**src/hw/rtl/dsbq_pkg.sv**
```systemverilog
// Shared types and constants for the dual shelf biquad cascade.
// Used by the controller, the datapath and the top level; no dependencies.
`default_nettype none

package dsbq_pkg;

    localparam int CHANNELS    = 2;
    localparam int SAMPLE_BITS = 24;
    localparam int COEF_BITS   = 32;
    localparam int QSHIFT      = 28;
    localparam int TAPS        = 5;
    localparam int COEFS       = 2 * TAPS;
    localparam int PROD_BITS   = COEF_BITS + SAMPLE_BITS;
    // five products of at most 2^54 in size plus the rounding term fit here
    localparam int ACC_BITS    = PROD_BITS + 2;
    localparam int CFG_BITS    = 64;
    localparam int CFG_IDX_W   = 3;
    localparam int TAP_W       = 3;

    // register indexes
    localparam logic [CFG_IDX_W-1:0] REG_LOW_B0_B1      = 3'd0;
    localparam logic [CFG_IDX_W-1:0] REG_LOW_B2_A1      = 3'd1;
    localparam logic [CFG_IDX_W-1:0] REG_LOW_A2_HIGH_B0 = 3'd2;
    localparam logic [CFG_IDX_W-1:0] REG_HIGH_B1_B2     = 3'd3;
    localparam logic [CFG_IDX_W-1:0] REG_HIGH_A1_A2     = 3'd4;
    localparam logic [CFG_IDX_W-1:0] REG_BYPASS         = 3'd5;

    // tap positions within one biquad
    localparam logic [TAP_W-1:0] TAP_B0 = 3'd0;
    localparam logic [TAP_W-1:0] TAP_B1 = 3'd1;
    localparam logic [TAP_W-1:0] TAP_B2 = 3'd2;
    localparam logic [TAP_W-1:0] TAP_A1 = 3'd3;
    localparam logic [TAP_W-1:0] TAP_A2 = 3'd4;

    localparam logic signed [COEF_BITS-1:0] COEF_ONE = COEF_BITS'(1 << QSHIFT);
    localparam logic signed [ACC_BITS-1:0]  ACC_RND  = ACC_BITS'(1 << (QSHIFT - 1));

    typedef enum logic [2:0] {
        S_IDLE,
        S_MUL,
        S_ACC,
        S_RND,
        S_DONE
    } t_state;

    // controller to datapath
    typedef struct packed {
        logic             load;
        logic             mul;
        logic             acc;
        logic             rnd;
        logic             commit;
        logic [TAP_W-1:0] tap;
        logic             stage;
    } t_cmd;

    // datapath to controller
    typedef struct packed {
        logic bypass_now;
        logic out_free;
    } t_status;

endpackage

`default_nettype wire

```
**src/hw/rtl/dsbq_ctrl.sv**
```systemverilog
// Sequencer for the shared multiply-accumulate: two biquads of five taps each.
// Depends on dsbq_pkg for the state type and the command/status structs.
`default_nettype none

module dsbq_ctrl (
    input  wire               i_clk,
    input  wire               i_rst_n,
    input  wire               i_valid,
    output logic              o_stall,
    input  dsbq_pkg::t_status i_status,
    output dsbq_pkg::t_cmd    o_cmd
);
    import dsbq_pkg::*;

    t_state           r_state, n_state;
    logic [TAP_W-1:0] r_tap, n_tap;
    logic             r_stage, n_stage;

    // state and counters
    always_ff @(posedge i_clk) begin
        if (!i_rst_n) begin
            r_state <= S_IDLE;
            r_tap   <= TAP_B0;
            r_stage <= 1'b0;
        end else begin
            r_state <= n_state;
            r_tap   <= n_tap;
            r_stage <= n_stage;
        end
    end

    // next state
    always_comb begin
        n_state = r_state;
        n_tap   = r_tap;
        n_stage = r_stage;
        unique case (r_state)
            S_IDLE: begin
                n_tap   = TAP_B0;
                n_stage = 1'b0;
                if (i_valid) begin
                    n_state = i_status.bypass_now ? S_DONE : S_MUL;
                end
            end
            S_MUL: begin
                if (r_tap == TAP_A2) begin
                    n_state = S_ACC;
                end else begin
                    n_tap = r_tap + TAP_W'(1);
                end
            end
            S_ACC: begin
                n_state = S_RND;
            end
            S_RND: begin
                n_tap = TAP_B0;
                if (!r_stage) begin
                    n_stage = 1'b1;
                    n_state = S_MUL;
                end else begin
                    n_state = S_DONE;
                end
            end
            S_DONE: begin
                if (i_status.out_free) n_state = S_IDLE;
            end
            default: n_state = S_IDLE;
        endcase
    end

    // commands
    always_comb begin
        o_cmd        = '0;
        o_cmd.tap    = r_tap;
        o_cmd.stage  = r_stage;
        o_stall      = (r_state != S_IDLE);
        unique case (r_state)
            S_IDLE: o_cmd.load = i_valid;
            S_MUL: begin
                o_cmd.mul = 1'b1;
                o_cmd.acc = (r_tap != TAP_B0);
            end
            S_ACC:  o_cmd.acc    = 1'b1;
            S_RND:  o_cmd.rnd    = 1'b1;
            S_DONE: o_cmd.commit = i_status.out_free;
            default: o_cmd = '0;
        endcase
    end

endmodule

`default_nettype wire

```
**src/hw/rtl/dsbq_dp.sv**
```systemverilog
// Datapath: coefficient registers, per-channel history, one 32x24 multiplier,
// accumulator, round/saturate and the output register. Depends on dsbq_pkg.
`default_nettype none

module dsbq_dp (
    input  wire                                 i_clk,
    input  wire                                 i_rst_n,
    input  wire                                 i_cfg_we,
    input  wire  [dsbq_pkg::CFG_IDX_W-1:0]      i_cfg_idx,
    input  wire  [dsbq_pkg::CFG_BITS-1:0]       i_cfg_data,
    input  wire                                 i_channel,
    input  wire  signed [dsbq_pkg::SAMPLE_BITS-1:0] i_sample_in,
    input  dsbq_pkg::t_cmd                      i_cmd,
    output dsbq_pkg::t_status                   o_status,
    input  wire                                 i_stall,
    output logic                                o_valid,
    output logic                                o_channel_out,
    output logic signed [dsbq_pkg::SAMPLE_BITS-1:0] o_sample_out
);
    import dsbq_pkg::*;

    localparam int SHR_BITS = ACC_BITS - QSHIFT;
    localparam logic signed [SHR_BITS-1:0] S_MAX = SHR_BITS'((1 << (SAMPLE_BITS - 1)) - 1);
    localparam logic signed [SHR_BITS-1:0] S_MIN = -S_MAX - SHR_BITS'(1);

    logic signed [COEF_BITS-1:0]   r_coef [COEFS];
    logic                          r_bypass;
    logic signed [SAMPLE_BITS-1:0] r_lin  [CHANNELS][2];
    logic signed [SAMPLE_BITS-1:0] r_lout [CHANNELS][2];
    logic signed [SAMPLE_BITS-1:0] r_hout [CHANNELS][2];
    logic                          r_ch;
    logic                          r_byp;
    logic signed [SAMPLE_BITS-1:0] r_x, r_mid, r_y;
    logic signed [PROD_BITS-1:0]   r_prod;
    logic                          r_sub;
    logic signed [ACC_BITS-1:0]    r_acc;

    logic [3:0]                    coef_idx;
    logic signed [COEF_BITS-1:0]   coef_sel;
    logic signed [SAMPLE_BITS-1:0] opnd;
    logic signed [ACC_BITS-1:0]    prod_ext;
    logic signed [SHR_BITS-1:0]    shr;
    logic signed [SAMPLE_BITS-1:0] rnd_sat;

    // coefficient and bypass registers; two coefficients per write, upper first
    always_ff @(posedge i_clk) begin
        if (!i_rst_n) begin
            // unity b0 on both shelves, everything else zero
            for (int i = 0; i < COEFS; i++)
                r_coef[i] <= (i == 0 || i == TAPS) ? COEF_ONE : '0;
            r_bypass  <= 1'b0;
        end else if (i_cfg_we) begin
            if (i_cfg_idx == REG_BYPASS) begin
                r_bypass <= i_cfg_data[0];
            end else if (i_cfg_idx < REG_BYPASS) begin
                r_coef[{i_cfg_idx, 1'b0}] <= i_cfg_data[CFG_BITS-1:COEF_BITS];
                r_coef[{i_cfg_idx, 1'b1}] <= i_cfg_data[COEF_BITS-1:0];
            end
        end
    end

    assign o_status.bypass_now = r_bypass || (32'(i_channel) >= CHANNELS);
    assign o_status.out_free   = !o_valid || !i_stall;

    // operand selection for the current stage and tap
    assign coef_idx = (i_cmd.stage ? 4'(TAPS) : 4'd0) + 4'(i_cmd.tap);
    assign coef_sel = r_coef[coef_idx];

    always_comb begin
        unique case (i_cmd.tap)
            TAP_B0:  opnd = i_cmd.stage ? r_mid : r_x;
            TAP_B1:  opnd = i_cmd.stage ? r_lout[r_ch][0] : r_lin[r_ch][0];
            TAP_B2:  opnd = i_cmd.stage ? r_lout[r_ch][1] : r_lin[r_ch][1];
            TAP_A1:  opnd = i_cmd.stage ? r_hout[r_ch][0] : r_lout[r_ch][0];
            TAP_A2:  opnd = i_cmd.stage ? r_hout[r_ch][1] : r_lout[r_ch][1];
            default: opnd = '0;
        endcase
    end

    assign prod_ext = {{(ACC_BITS - PROD_BITS){r_prod[PROD_BITS-1]}}, r_prod};

    // floor shift, then clamp to the sample range
    assign shr = r_acc[ACC_BITS-1:QSHIFT];
    always_comb begin
        priority if (shr > S_MAX) rnd_sat = S_MAX[SAMPLE_BITS-1:0];
        else if (shr < S_MIN)     rnd_sat = S_MIN[SAMPLE_BITS-1:0];
        else                      rnd_sat = shr[SAMPLE_BITS-1:0];
    end

    // input capture, multiply, accumulate, round
    always_ff @(posedge i_clk) begin
        if (i_cmd.load) begin
            r_ch  <= i_channel;
            r_byp <= o_status.bypass_now;
            r_x   <= i_sample_in;
        end
        if (i_cmd.mul) begin
            r_prod <= coef_sel * opnd;
            r_sub  <= (i_cmd.tap == TAP_A1) || (i_cmd.tap == TAP_A2);
        end
        if (i_cmd.load || i_cmd.rnd) begin
            r_acc <= ACC_RND;
        end else if (i_cmd.acc) begin
            r_acc <= r_sub ? (r_acc - prod_ext) : (r_acc + prod_ext);
        end
        if (i_cmd.rnd) begin
            if (i_cmd.stage) r_y   <= rnd_sat;
            else             r_mid <= rnd_sat;
        end
    end

    // history shift on a filtered beat
    always_ff @(posedge i_clk) begin
        if (!i_rst_n) begin
            for (int c = 0; c < CHANNELS; c++) begin
                for (int k = 0; k < 2; k++) begin
                    r_lin[c][k]  <= '0;
                    r_lout[c][k] <= '0;
                    r_hout[c][k] <= '0;
                end
            end
        end else if (i_cmd.commit && !r_byp) begin
            r_lin[r_ch][1]  <= r_lin[r_ch][0];
            r_lin[r_ch][0]  <= r_x;
            r_lout[r_ch][1] <= r_lout[r_ch][0];
            r_lout[r_ch][0] <= r_mid;
            r_hout[r_ch][1] <= r_hout[r_ch][0];
            r_hout[r_ch][0] <= r_y;
        end
    end

    // output register
    always_ff @(posedge i_clk) begin
        if (!i_rst_n) begin
            o_valid <= 1'b0;
        end else if (i_cmd.commit) begin
            o_valid <= 1'b1;
        end else if (!i_stall) begin
            o_valid <= 1'b0;
        end
    end

    always_ff @(posedge i_clk) begin
        if (i_cmd.commit) begin
            o_channel_out <= r_ch;
            o_sample_out  <= r_byp ? r_x : r_y;
        end
    end

endmodule

`default_nettype wire

```
**src/hw/rtl/dual_shelf_biquad_cascade.sv**
```systemverilog
// Two-channel low-shelf then high-shelf biquad cascade, one shared multiplier.
// A filtered beat runs ten products through the one 32x24 multiplier, five per
// shelf (MUL, then ACC and RND); a bypassed beat goes straight to DONE. A new beat
// is taken only once the result is committed to a free output register.
// Reset (synchronous, active low) clears history to zero, loads unity b0 for
// both shelves, clears bypass and empties the output register.
`default_nettype none

module dual_shelf_biquad_cascade (
    input  wire                                 i_clk,
    input  wire                                 i_rst_n,
    input  wire                                 i_valid,
    output logic                                o_stall,
    input  wire                                 i_channel,
    input  wire  signed [dsbq_pkg::SAMPLE_BITS-1:0] i_sample_in,
    output logic                                o_valid,
    input  wire                                 i_stall,
    output logic                                o_channel_out,
    output logic signed [dsbq_pkg::SAMPLE_BITS-1:0] o_sample_out,
    input  wire                                 i_cfg_we,
    input  wire  [dsbq_pkg::CFG_IDX_W-1:0]      i_cfg_idx,
    input  wire  [dsbq_pkg::CFG_BITS-1:0]       i_cfg_data
);
    import dsbq_pkg::*;

    t_cmd    cmd;
    t_status status;

    dsbq_ctrl u_ctrl (
        .i_clk    (i_clk),
        .i_rst_n  (i_rst_n),
        .i_valid  (i_valid),
        .o_stall  (o_stall),
        .i_status (status),
        .o_cmd    (cmd)
    );

    dsbq_dp u_dp (
        .i_clk         (i_clk),
        .i_rst_n       (i_rst_n),
        .i_cfg_we      (i_cfg_we),
        .i_cfg_idx     (i_cfg_idx),
        .i_cfg_data    (i_cfg_data),
        .i_channel     (i_channel),
        .i_sample_in   (i_sample_in),
        .i_cmd         (cmd),
        .o_status      (status),
        .i_stall       (i_stall),
        .o_valid       (o_valid),
        .o_channel_out (o_channel_out),
        .o_sample_out  (o_sample_out)
    );

`ifndef ASSERT_OFF
    // an accepted beat holds off the next one in the cycle after it
    a_busy_after_accept: assert property (@(posedge i_clk) disable iff (!i_rst_n)
        (i_valid && !o_stall) |=> o_stall)
        else $error("input taken again right after a beat");

    // a result is only written into a free output register
    a_commit_free: assert property (@(posedge i_clk) disable iff (!i_rst_n)
        cmd.commit |-> (!o_valid || !i_stall))
        else $error("output register overwritten while stalled");

    // a commit always leaves a valid result behind
    a_commit_valid: assert property (@(posedge i_clk) disable iff (!i_rst_n)
        cmd.commit |=> o_valid)
        else $error("committed result not presented");

    // the sequencer is idle again after the commit
    a_idle_after_commit: assert property (@(posedge i_clk) disable iff (!i_rst_n)
        cmd.commit |=> !o_stall)
        else $error("input held off after result commit");
`endif

endmodule

`default_nettype wire

```
**config.mk**
```make
export PLATFORM = sky130hd
export DESIGN_NAME = dual_shelf_biquad_cascade
export DESIGN_NICKNAME = d
export VERILOG_FILES = /design/src/hw/rtl/dsbq_pkg.sv /design/src/hw/rtl/dsbq_ctrl.sv /design/src/hw/rtl/dsbq_dp.sv /design/src/hw/rtl/dual_shelf_biquad_cascade.sv
export SDC_FILE = /design/constraint.sdc
export NUM_CORES = 2
export LEC_CHECK = 0
export BUFFER_PORTS_ARGS = -buffer_cell sky130_fd_sc_hd__clkbuf_2
export CORE_MARGIN = 5
export CORE_UTILIZATION = 57
export DETAILED_ROUTE_END_ITERATION = 12
export PLACE_DENSITY = 0.82
export SLEW_MARGIN = 20
export SYNTH_ARGS = -nofsm -noshare
export SYNTH_HDL_FRONTEND = slang
export SYNTH_SLANG_ARGS = --single-unit
```
**constraint.sdc**
```tcl
create_clock -name i_clk -period 12.5 [get_ports i_clk]
set_input_delay 1.25 -clock i_clk [delete_from_list [all_inputs] [get_ports i_clk]]
set_output_delay 1.25 -clock i_clk [all_outputs]
set_load 0.05 [all_outputs]
```
==> results.toml <==
[outcome]
status = "complete, no violations"

[setup_path]
cp_slowest_cell = "dfxtp_1"
rr_worst_depth = 30
timing.rr.start = "u_ctrl.r_state[2]"
path_max_fanout = 48
crit_top_cell = "fa_1"
rr_endpoint = "u_dp.r_prod[55]"
path_class = "register to register"
startpoint_type = "register"
reg2reg_slack_ns = 1.37
slowest_delay_ns = 0.81
arrival_ns = 11.60
cp.required_ns = 12.96
endpoint_kind = "register"

[clock_tree]
ctsHoldBuffers = 0
clk_pin_slew_ns = 0.07
clk_path_buf_depth = 3
root_buffer = "clkbuf_16"
numCtsBuffers = 105
cts_resized = 0
post-cts-setup-buffer-count = 0
tritoncts = "built"
clk-insertion-delay-late_ns = 0.75
clock_sinks = 1024
ctsHtreeMaxLevel = 3

[synthesis]
async_reset_ff_share_pct = 0
syn_avg_cell_area_um2 = 11.7
synth_fa_ha_area_share_pct = 24.9
synthCells = 6308
yosysWarnings = 0
synth_edf_count = 956
synthFlopType = "edfxtp_1"
synth_xor_area_share_pct = 1.98
synthSimpleGateAreaFrac_pct = 12.9
ys_seq_area_share_pct = 40.8
synth_top_family_by_area = "adder cells"
synth.distinct_cells = 85
synth-compound-area-share_pct = 5.61
ys_ff_latch = 1024
muxShareOfSynthArea_pct = 7.55
syn-cell-area_mm2 = 0.0738

[sta]
tightest_slew_ns = 1.23
period_minus_slack_ns = 11.13
max_freq_mhz = 89.8
finalSetupTns_ns = 0
setup_viol = 0
report.final.slew_viol_count = 0
hold_ws_ns = 0.456
slew_headroom_pct = 17.2
fin_skew_ns = 0.0696
grt_setup_unrepaired = "no"
hold_viol_final = 0
finalCritPeriodShare_pct = 89.1
fin_ws_ns = 1.37

[floorplan]
core_area_mm2 = 0.129
dieArea_mm2 = 0.137
ios = 124
dieWidth_um = 370
num_rows = 132
initial_utilization_pct = 57.2
fp.dieH_um = 370

[min_path]
min_to = "u_dp.r_acc[21]"
min_from = "u_dp.r_acc[21]"
hold_class = "register to register"
min_path_cells = 2

[routing]
vias = 49211
routed_wl_mm = 188
routedWlPerCell_um = 22.6
viasPerCell = 5.91
ant_nets = 0
drc = 0
drt_iter0_drc = 5431
dr.pass1.iters = 6

[place]
dp_slack_ns = 1.57
portBuffers = 123
gp_congestion = 0.964
dp_hpwl_mm = 127

[global_routing]
grt-ovfl-total = 0
antenna_found_initial = 8
grt_pass1_vias = 52034
grt_use_total_pct = 27.7
grt_max_degree = 75
grt_pass1_wl_mm = 293

[final_layout]
fin_nets = 7578
area_delta_synth_final_pct = 9.10
drive_gt1_share_pct = 9.69
fillers = 9417

[flow_run]
max-cap-violations = 0
==> state kept, by name (all words and copies together), names as in the netlist, named ones only <==
signal              count
u_ctrl.r_stage          1
u_ctrl.r_state          3
u_ctrl.r_tap            3
u_dp.o_channel_out      1
u_dp.o_sample_out      24
u_dp.o_valid            1
u_dp.r_acc             58
u_dp.r_byp              1
u_dp.r_bypass           1
u_dp.r_ch               1
u_dp.r_coef           512
u_dp.r_hout            96
u_dp.r_lin             96
u_dp.r_lout            96
u_dp.r_mid             24
u_dp.r_prod            56
u_dp.r_sub              1
u_dp.r_x               24
u_dp.r_y               24
==> cell families after synthesis <==
group | after synthesis
other | 1
XOR/XNOR | 167
buffers and inverters | 1225
adder cells (fa/ha/maj) | 995
multiplexers | 354
AO/OA/AOI/OAI | 643
AND/OR/NAND/NOR | 1899
flip-flops | 1024
==> through the flow <==
stage	instance area [um2]	util (%)	instances
final	80500	62.4	8320
after CTS	80500	62.4	8316
after global routing	80500	62.4	8319
after floorplan	74500	-	6499
after detailed placement	77100	59.8	8121
after global placement	77100	59.8	8120
==> worst max-delay path: cells and delay by family, from the launching register on <==
kind	cells	cell delay, ns
buffers and inverters	6	0.67
muxes	2	1.03
DFF	1	0.81
and+or+nand+nor	5	1.13
adders and majority gates	9	4.20
xor gates and xnor gates	1	0.15
AOI/OAI and AO/OA	7	2.70
==> worst max path at each step <==
stage | end | cells past startpoint | start | slack [ns]
floorplan | u_dp.r_prod[48] | 36 | u_ctrl.r_state[2] | 2.50
global placement | u_dp.r_prod[55] | 29 | u_ctrl.r_state[2] | 1.80
detailed placement | u_dp.r_prod[55] | 29 | u_ctrl.r_state[2] | 1.57
CTS | u_dp.r_prod[55] | 29 | u_ctrl.r_state[2] | 1.56
global route | u_dp.r_prod[53] | 29 | u_ctrl.r_state[2] | 0.99
finish | u_dp.r_prod[55] | 30 | u_ctrl.r_state[2] | 1.37
==> layout make-up <==
| cell class | count | area (um2) | area share [%] |
|---|---|---|---|
| multi-input cells | 4250 | 40100 | 49.8 |
| flip-flops and latches | 1024 | 30100 | 37.4 |
| inverters | 884 | 3320 | 4.12 |
| clock buffers | 139 | 2830 | 3.51 |
| well taps | 1742 | 2180 | 2.71 |
| repair buffers | 221 | 1460 | 1.82 |
| clock inverters | 56 | 492 | 0.611 |
| diodes | 4 | 10.0 | 0.0124 |
==> metal layers <==
metal	vias to the layer above	global-route usage, %	share of wire (%)
met4	4	11.0	4.3
met1	24848	35.8	37
li1	21110	-	-
met3	524	6.77	11
met2	2725	45.3	48
met5	-	0	0.014
==> layout by cell type, fill, tap and decap left out, types with 28 or more instances in the layout <==
cell       Yosys  layout
edfxtp_1     956     956
inv_1        883     883
fa_1         784     784
nand2_1      603     596
and2_1       550     549
nor2_1       357     348
ha_1         211     210
conb_1         1     192
a21oi_1      194     190
mux2i_1      168     168
mux4_2       159     159
nor2b_1      145     145
xnor2_1      128     128
clkbuf_2       0     123
o21ai_0      111     110
clkbuf_16      0     106
buf_4          8      89
and3_1        84      84
dfxtp_1       68      67
a21o_1        53      53
o22ai_1       67      49
o221ai_1      48      48
o21a_1        40      40
xor2_1        39      38
clkbuf_1     266      28
==> synthesized netlist by cell type (28+ instances only) <==
master,instances,area share [%]
xor2_1,39,0.46
a21o_1,53,0.54
nand2b_1,28,0.24
ha_1,211,3.6
fa_1,784,21
inv_1,883,4.5
clkbuf_1,266,1.4
buf_2,42,0.28
mux2i_1,168,2.3
nand2_1,603,3.1
mux4_2,159,4.9
o21a_1,40,0.41
o21ai_0,111,0.75
o22ai_1,67,0.57
and3_1,84,0.71
edfxtp_1,956,39
a21oi_1,194,1.3
o221ai_1,48,0.57
dfxtp_1,68,1.8
nor2_1,357,1.8
xnor2_1,128,1.5
nor2b_1,145,1.2
and2_1,550,4.7
Power is left out: the tool's default activity adds up to more than one toggle a clock period on the data nets, which glitch-free logic cannot reach.
